**src/design/asmk_pkg.sv**
```systemverilog
`timescale 1ns / 1ps
`default_nettype none

package asmk_pkg;

  typedef enum logic [1:0] {
    REQ_LOAD    = 2'd0,
    REQ_TEXT    = 2'd1,
    REQ_RESTART = 2'd2
  } req_type_t;

  // register word indexes on the configuration port (byte address = 4 * index)
  localparam logic REG_PATTERN_LENGTH  = 1'b0;
  localparam logic REG_MATCH_THRESHOLD = 1'b1;

  localparam int unsigned DIST_MAX = 63;

  typedef struct packed {
    req_type_t   req_type;
    logic [7:0]  char_value;
    logic [4:0]  pattern_index;
  } item_t;

  typedef struct packed {
    logic [31:0] text_position;
    logic [5:0]  distance;
    logic        is_match;
  } result_t;

  // what moves from one cell to the next with each transaction
  typedef struct packed {
    req_type_t   req_type;
    logic [7:0]  char_value;
    logic [4:0]  pattern_index;
    logic [31:0] text_position;
    logic [5:0]  distance;
  } token_t;

endpackage

`default_nettype wire

```
**src/design/approx_string_match_k_diff_top.sv**
```systemverilog
`timescale 1ns / 1ps
`default_nettype none

// channel   | signals                          | moves
// ----------+----------------------------------+------------------------------------
// item      | item_valid, item_stall, item     | load / text character / restart
// result    | result_valid, result_stall, result | position, distance, match flag
// config    | psel penable pwrite paddr pwdata prdata pready | pattern_length, threshold
//
// one transaction enters per cycle while item_stall is low; it walks the chain of
// MAX_PATTERN registered cells, so a text character gives its result at the tail once
// it has passed every cell; a stall at the tail can hold it on the way.
// reset (rst, synchronous) restores the column in the same cycle; no clearing pass.
// result_stall holds only the tail; empty slots upstream still fill, so new
// transactions are taken until the chain is full. loads and restarts leave no result.

module approx_string_match_k_diff_top #(
  parameter int MAX_PATTERN = 32
) (
  input  wire logic              clk,
  input  wire logic              rst,
  input  wire logic              item_valid,
  output logic                   item_stall,
  input  wire asmk_pkg::item_t   item,
  output logic                   result_valid,
  input  wire logic              result_stall,
  output asmk_pkg::result_t      result,
  input  wire logic              psel,
  input  wire logic              penable,
  input  wire logic              pwrite,
  input  wire logic [2:0]        paddr,
  input  wire logic [31:0]       pwdata,
  output logic [31:0]            prdata,
  output logic                   pready
);

  localparam int DW = $clog2(MAX_PATTERN + 2);
  localparam int IW = (MAX_PATTERN > 1) ? $clog2(MAX_PATTERN) : 1;

  logic [5:0]  pattern_length;
  logic [5:0]  match_threshold;
  logic [31:0] position_count;
  logic [IW-1:0] tap_row;

  logic              cell_valid [MAX_PATTERN+1];
  asmk_pkg::token_t  cell_tok   [MAX_PATTERN+1];
  logic [DW-1:0]     cell_above [MAX_PATTERN+1];
  logic [DW-1:0]     cell_diag  [MAX_PATTERN+1];
  logic              cell_hold  [MAX_PATTERN+1];

  logic item_accept;
  logic cfg_write;

  // configuration port
  assign pready    = 1'b1;
  assign cfg_write = psel && penable && pwrite && pready;

  always_ff @(posedge clk) begin
    if (rst) begin
      pattern_length  <= 6'd1;
      match_threshold <= 6'd0;
    end else if (cfg_write) begin
      unique case (paddr[2])
        asmk_pkg::REG_PATTERN_LENGTH:  pattern_length  <= pwdata[5:0];
        asmk_pkg::REG_MATCH_THRESHOLD: match_threshold <= pwdata[5:0];
        default: begin
        end
      endcase
    end
  end

  always_comb begin
    unique case (paddr[2])
      asmk_pkg::REG_PATTERN_LENGTH:  prdata = {26'd0, pattern_length};
      asmk_pkg::REG_MATCH_THRESHOLD: prdata = {26'd0, match_threshold};
      default:                       prdata = 32'd0;
    endcase
  end

  // row whose value is reported
  always_comb begin
    priority if (pattern_length == 6'd0) begin
      tap_row = '0;
    end else if (int'(pattern_length) > MAX_PATTERN) begin
      tap_row = IW'(MAX_PATTERN - 1);
    end else begin
      tap_row = IW'(pattern_length - 6'd1);
    end
  end

  // text position counter
  assign item_stall  = cell_hold[0];
  assign item_accept = item_valid && !item_stall;

  always_ff @(posedge clk) begin
    if (rst) begin
      position_count <= '0;
    end else if (item_accept) begin
      if (item.req_type == asmk_pkg::REQ_RESTART) begin
        position_count <= '0;
      end else if (item.req_type == asmk_pkg::REQ_TEXT && position_count != '1) begin
        position_count <= position_count + 32'd1;
      end
    end
  end

  // head of the chain: row 0 is fixed at zero
  assign cell_valid[0]               = item_valid;
  assign cell_tok[0].req_type        = item.req_type;
  assign cell_tok[0].char_value      = item.char_value;
  assign cell_tok[0].pattern_index   = item.pattern_index;
  assign cell_tok[0].text_position   = position_count;
  assign cell_tok[0].distance        = '0;
  assign cell_above[0]               = '0;
  assign cell_diag[0]                = '0;

  for (genvar r = 0; r < MAX_PATTERN; r++) begin : g_cell
    asmk_cell #(
      .ROW (r),
      .DW  (DW)
    ) u_cell (
      .clk        (clk),
      .rst        (rst),
      .tap        (tap_row == IW'(r)),
      .hold_in    (cell_hold[r+1]),
      .hold_out   (cell_hold[r]),
      .prev_valid (cell_valid[r]),
      .prev_tok   (cell_tok[r]),
      .prev_above (cell_above[r]),
      .prev_diag  (cell_diag[r]),
      .valid      (cell_valid[r+1]),
      .tok        (cell_tok[r+1]),
      .above      (cell_above[r+1]),
      .diag       (cell_diag[r+1])
    );
  end

  // tail: loads and restarts drain without a result
  assign result_valid = cell_valid[MAX_PATTERN]
                        && cell_tok[MAX_PATTERN].req_type == asmk_pkg::REQ_TEXT;
  assign cell_hold[MAX_PATTERN] = result_valid && result_stall;

  assign result.text_position = cell_tok[MAX_PATTERN].text_position;
  assign result.distance      = cell_tok[MAX_PATTERN].distance;
  assign result.is_match      = (cell_tok[MAX_PATTERN].distance <= match_threshold);

  a_restart_clears_count : assert property (@(posedge clk) disable iff (rst)
    item_accept && item.req_type == asmk_pkg::REQ_RESTART |=> position_count == '0)
    else $error("position count not cleared by restart");

  a_text_counts : assert property (@(posedge clk) disable iff (rst)
    item_accept && item.req_type == asmk_pkg::REQ_TEXT && position_count != '1
    |=> position_count == $past(position_count) + 32'd1)
    else $error("position count did not advance on text character");

  a_stall_only_when_full : assert property (@(posedge clk) disable iff (rst)
    item_stall |-> cell_valid[1] && result_valid && result_stall)
    else $error("input stalled with room in the head cell");

  a_hold_keeps_tail : assert property (@(posedge clk) disable iff (rst)
    cell_hold[MAX_PATTERN] |=> cell_valid[MAX_PATTERN]
                               && $stable(cell_tok[MAX_PATTERN].text_position))
    else $error("tail token lost while held");

endmodule

`default_nettype wire

```
**src/design/asmk_cell.sv**
```systemverilog
`timescale 1ns / 1ps
`default_nettype none

module asmk_cell #(
  parameter int ROW = 0,
  parameter int DW  = 6
) (
  input  wire logic            clk,
  input  wire logic            rst,
  input  wire logic            tap,
  input  wire logic            hold_in,
  output logic                 hold_out,
  input  wire logic            prev_valid,
  input  wire asmk_pkg::token_t prev_tok,
  input  wire logic [DW-1:0]   prev_above,
  input  wire logic [DW-1:0]   prev_diag,
  output logic                 valid,
  output asmk_pkg::token_t     tok,
  output logic [DW-1:0]        above,
  output logic [DW-1:0]        diag
);

  logic [DW-1:0] col;
  logic [7:0]    pat;
  logic          load;
  logic [DW:0]   via_left;
  logic [DW:0]   via_above;
  logic [DW:0]   via_diag;
  logic [DW:0]   best;
  logic [DW-1:0] col_new;
  logic [5:0]    dist_clamped;
  asmk_pkg::token_t tok_next;

  // a slot holds only while its occupant cannot move on
  assign hold_out = valid && hold_in;
  assign load     = !hold_out;

  always_comb begin
    via_left  = {1'b0, col} + (DW+1)'(1);
    via_above = {1'b0, prev_above} + (DW+1)'(1);
    via_diag  = {1'b0, prev_diag} + (DW+1)'((pat != prev_tok.char_value) ? 1 : 0);
    best      = (via_left < via_above) ? via_left : via_above;
    if (via_diag < best) begin
      best = via_diag;
    end
    // row r never exceeds r+1, so the top bit is always clear
    col_new = best[DW-1:0];
    if (int'(col_new) > int'(asmk_pkg::DIST_MAX)) begin
      dist_clamped = 6'(asmk_pkg::DIST_MAX);
    end else begin
      dist_clamped = 6'(col_new);
    end
    tok_next = prev_tok;
    if (prev_tok.req_type == asmk_pkg::REQ_TEXT && tap) begin
      tok_next.distance = dist_clamped;
    end
  end

  always_ff @(posedge clk) begin
    if (rst) begin
      valid <= 1'b0;
      col   <= DW'(ROW + 1);
    end else if (load) begin
      valid <= prev_valid;
      if (prev_valid) begin
        unique case (prev_tok.req_type)
          asmk_pkg::REQ_TEXT: begin
            col <= col_new;
          end
          asmk_pkg::REQ_RESTART: begin
            col <= DW'(ROW + 1);
          end
          default: begin
          end
        endcase
      end
    end
  end

  always_ff @(posedge clk) begin
    if (load && prev_valid) begin
      tok   <= tok_next;
      above <= col_new;
      diag  <= col;
      if (prev_tok.req_type == asmk_pkg::REQ_LOAD && int'(prev_tok.pattern_index) == ROW) begin
        pat <= prev_tok.char_value;
      end
    end
  end

endmodule

`default_nettype wire

```
**config.mk**
```make
export PLATFORM = sky130hd
export DESIGN_NAME = approx_string_match_k_diff_top
export DESIGN_NICKNAME = d
export VERILOG_FILES = /design/src/design/asmk_pkg.sv /design/src/design/approx_string_match_k_diff_top.sv /design/src/design/asmk_cell.sv
export SDC_FILE = /design/constraint.sdc
export NUM_CORES = 2
export LEC_CHECK = 0
export BUFFER_PORTS_ARGS = -buffer_cell sky130_fd_sc_hd__buf_2
export CORE_AREA = 2 2 455 457
export CTS_CLUSTER_SIZE = 30
export DETAILED_ROUTE_END_ITERATION = 16
export DIE_AREA = 0 0 457 459
export GPL_ROUTABILITY_DRIVEN = 0
export GPL_TIMING_DRIVEN = 0
export PLACE_DENSITY = 0.69
export SLEW_MARGIN = 15
export SYNTH_ARGS = -nofsm -noshare
export SYNTH_HDL_FRONTEND = slang
export SYNTH_SLANG_ARGS = --single-unit
```
**constraint.sdc**
```tcl
create_clock -name clk -period 11.8 [get_ports clk]
set_clock_uncertainty 0.1 [all_clocks]
set_input_delay 2.36 -clock clk [delete_from_list [all_inputs] [get_ports clk]]
set_output_delay 2.36 -clock clk [all_outputs]
set_load 0.1 [all_outputs]
```
==> impl_metrics.tcl <==
set metrics [dict create \
    synth_compound_area_share_pct 5.89 \
    comb_power_share_pct 1.7 \
    cp_num_buf_inv 2 \
    htree_levels 5 \
    slowest_stage "nor4_4" \
    ys_types 82 \
    cts_tree "yes" \
    final_layout_size_suffix_gt1_share_pct 11.9 \
    drv_cap 0 \
    dp_hpwl_mm 152 \
    hold_path.class "flop to flop" \
    finalSetupViolCount 0 \
    max_slew_margin_pct 16.6 \
    overflow 0 \
    synth_area_leaders "edfxtp_1 (64%), ha_1 (7.0%), dfxtp_1 (5.0%)" \
    finalHoldViolations 0 \
    ctsResizeCount 0 \
    wirelength_mm 210 \
    synthSimpleGateAreaFrac_pct 7.04 \
    io_pins 131 \
    synth_flop_cell "edfxtp_1" \
    fmax_mhz 128 \
    p_per_area_mw_per_mm2 150 \
    synth_seq_cells 2579 \
    antenna_found_initial 7 \
    outcome "completed" \
    nets 8211 \
    synthXorXnorAreaFrac_pct 5.30 \
    synthCells 7095 \
    postLayoutCoreUtil_pct 59.6 \
    tightestPinTransition_ns 1.25 \
    ant_nets 0 \
    critPathArrivalTime_ns 5.37 \
    ir_drop_mv 0.145 \
    yosys_warnings 0 \
    syn2layout_area_growth_pct 13.4 \
    clk_latency_ns 0.91 \
    critPathKind "input port to primary output" \
    drt_pass1_iterations 6 \
    cts_sinks 2579 \
    synthMuxAreaShare_pct 3.82 \
    grt_first_pass_wirelength_mm 328 \
    routed_via_density 5.54 \
    place_inst 9980 \
    synth_top_area_share_pct 64.2 \
    core_area_mm2 0.206 \
    min_period_ns 7.83 \
    port_buffers 73 \
    clk_pin_slew_ns 0.06 \
    power.share.clock_pct 44.4 \
    num_rows 167 \
    p_sw_mw 3.55 \
    leakagePower_nw 44.0 \
    crit_fanout 10 \
    ys_top_cells_by_count "edfxtp_1 (2311), ha_1 (602), xor2_1 (456)" \
    start_kind "input port" \
    async_flop_share_pct 0 \
    drtIter0Drc 4361 \
    yosysSeqAreaShare_pct 69.2 \
    seq_power_share_pct 53.9 \
    cts_root_buf "clkbuf_16" \
    cp-end-kind "primary output" \
    cp_cell_sequence "buf_2 > and3_1 > nand3_1 > or4_4 > nor4_4 > and3_1 > buf_2" \
    layoutNonFillerInstCount 10500 \
    yosysMostFrequentCell "edfxtp_1" \
    die_w_um 457 \
    design_area_mm2 0.123 \
    syn_area_mm2 0.108 \
    clockBufferDepth 4 \
    num_vias 57900 \
    cts_setup_buffers 0 \
    crit_family "simple AND/OR/NAND/NOR gates" \
    die_area_mm2 0.210 \
    drc 0 \
    track_usage_pct 20.1 \
    grt_pass1_vias 58000 \
    grt_max_degree 67 \
    cp.required_ns 9.34 \
    timing.final.crit_share_pct 66.4 \
    cts_buffers 274 \
    die_h_um 459 \
    finalMaxSlewViolations 0 \
    swShare_pct 19.4 \
    dpl_cell_area_mm2 0.114 \
    intPower_mw 14.8 \
    hold_buffers 0 \
    synthAdderAreaFrac_pct 6.98 \
    start_util_pct 52.6 \
    critical-path-max-stage-delay_ns 1.04 \
    synth_edf_count 2311 \
    synth_top_cell_by_area "edfxtp_1" \
    synth_top_family_by_area "simple AND/OR/NAND/NOR gates" \
    post_drt_wl_per_cell_um 20.1 \
    rsz0062_at_grt "no" \
    avgSynthCellArea_um2 15.2 \
]
==> logic make-up (layout without fill, tap and decap cells) <==
family                   count (synthesis)  after routing
AO/OA/AOI/OAI                          931            931
XOR/XNOR                               654            654
adder cells (fa/ha/maj)                603            603
buffers and inverters                  450           1065
flip-flops                            2579           2579
multiplexers                           382            382
other                                    2             41
AND/OR/NAND/NOR                       1494           1494
==> cell type report <==
cell class                      instances  area [µm²]
Fill cell                           15200       83100
Sequential cell                      2579       74800
Multi-Input combinational cell       4101       31800
Clock buffer                          367        7490
Tap cell                             2704        3380
Timing Repair Buffer                  146        2100
Inverter                              290        1090
Clock inverter                        102         993
Buffer                                160         890
Antenna cell                            4        10.0
==> flip-flops by register name (all words and copies together), names as in the netlist <==
register	flops
g_cell.u_cell.above	186
g_cell.u_cell.col	192
g_cell.u_cell.diag	186
g_cell.u_cell.pat	256
g_cell.u_cell.tok	1683
g_cell.u_cell.valid	32
match_threshold	6
pattern_length	6
position_count	32
==> final timing paths <==
check	startpoint	to	slack [ns]	cells after the start
worst max register to register	g_cell[11].u_cell.above[0]	g_cell[12].u_cell.tok[0]	6.25	18
worst min register to register	g_cell[17].u_cell.tok[8]	g_cell[18].u_cell.tok[8]	0.27	0
worst min-delay path	g_cell[17].u_cell.tok[8]	g_cell[18].u_cell.tok[8]	0.27	0
worst max-delay path	result_stall	item_stall	3.97	7
==> power groups by stage <==
stage                     combinational, mW  clock, mW  sequential, mW
after floorplan                       0.200          0            10.1
after global placement                0.286          0            10.1
after detailed placement              0.307          0            10.1
after CTS                             0.308       8.32            9.89
after global routing                  0.332       8.68            9.89
final                                 0.307       8.16            9.89
==> placed cells by master, fill, tap and decap left out, drive strengths merged, types with 18 or more instances in the layout <==
cell type  instances
a21oi            201
bufinv            18
or3               36
and3             123
xnor2            198
and4              30
dfxtp            268
o21a              28
nor2             255
edfxtp          2311
xor2             456
nand3            339
clkinv            69
mux2             242
clkbuf           443
a22o              95
nand2b            71
buf              230
conb              37
o2111ai           20
nor2b             19
nand4             41
a31oi             27
nor3              47
or4               22
o31ai             31
a21o             117
ha               602
nor4              73
inv              296
nand2            366
mux2i            140
o22a              74
o21ai            229
==> per-layer routing <==
metal / routed length [µm] / up-vias / part of all wire (%) / track usage [%]
li1: - / 27700 / - / -
met1: 89400 / 28300 / 43 / 26.5
met2: 104000 / 1367 / 49 / 34.0
met3: 9960 / 432 / 4.7 / 2.93
met4: 6990 / 2 / 3.3 / 7.10
met5: 7 / - / 0.0033 / 0
==> through the flow <==
stage          hold WS, ns  setup WS (ns)  TNS (ns)  total power [mW]
6_report             0.271           3.97         0              18.3
5_1_grt              0.283           3.92         0              18.9
4_1_cts              0.273           4.03         0              18.5
3_5_place_dp         0.305           4.08         0              10.4
3_3_place_gp         0.301          -1.03    -17.01              10.4
2_1_floorplan        0.300           2.55         0              10.3
Power figures use the tool's default switching activity.
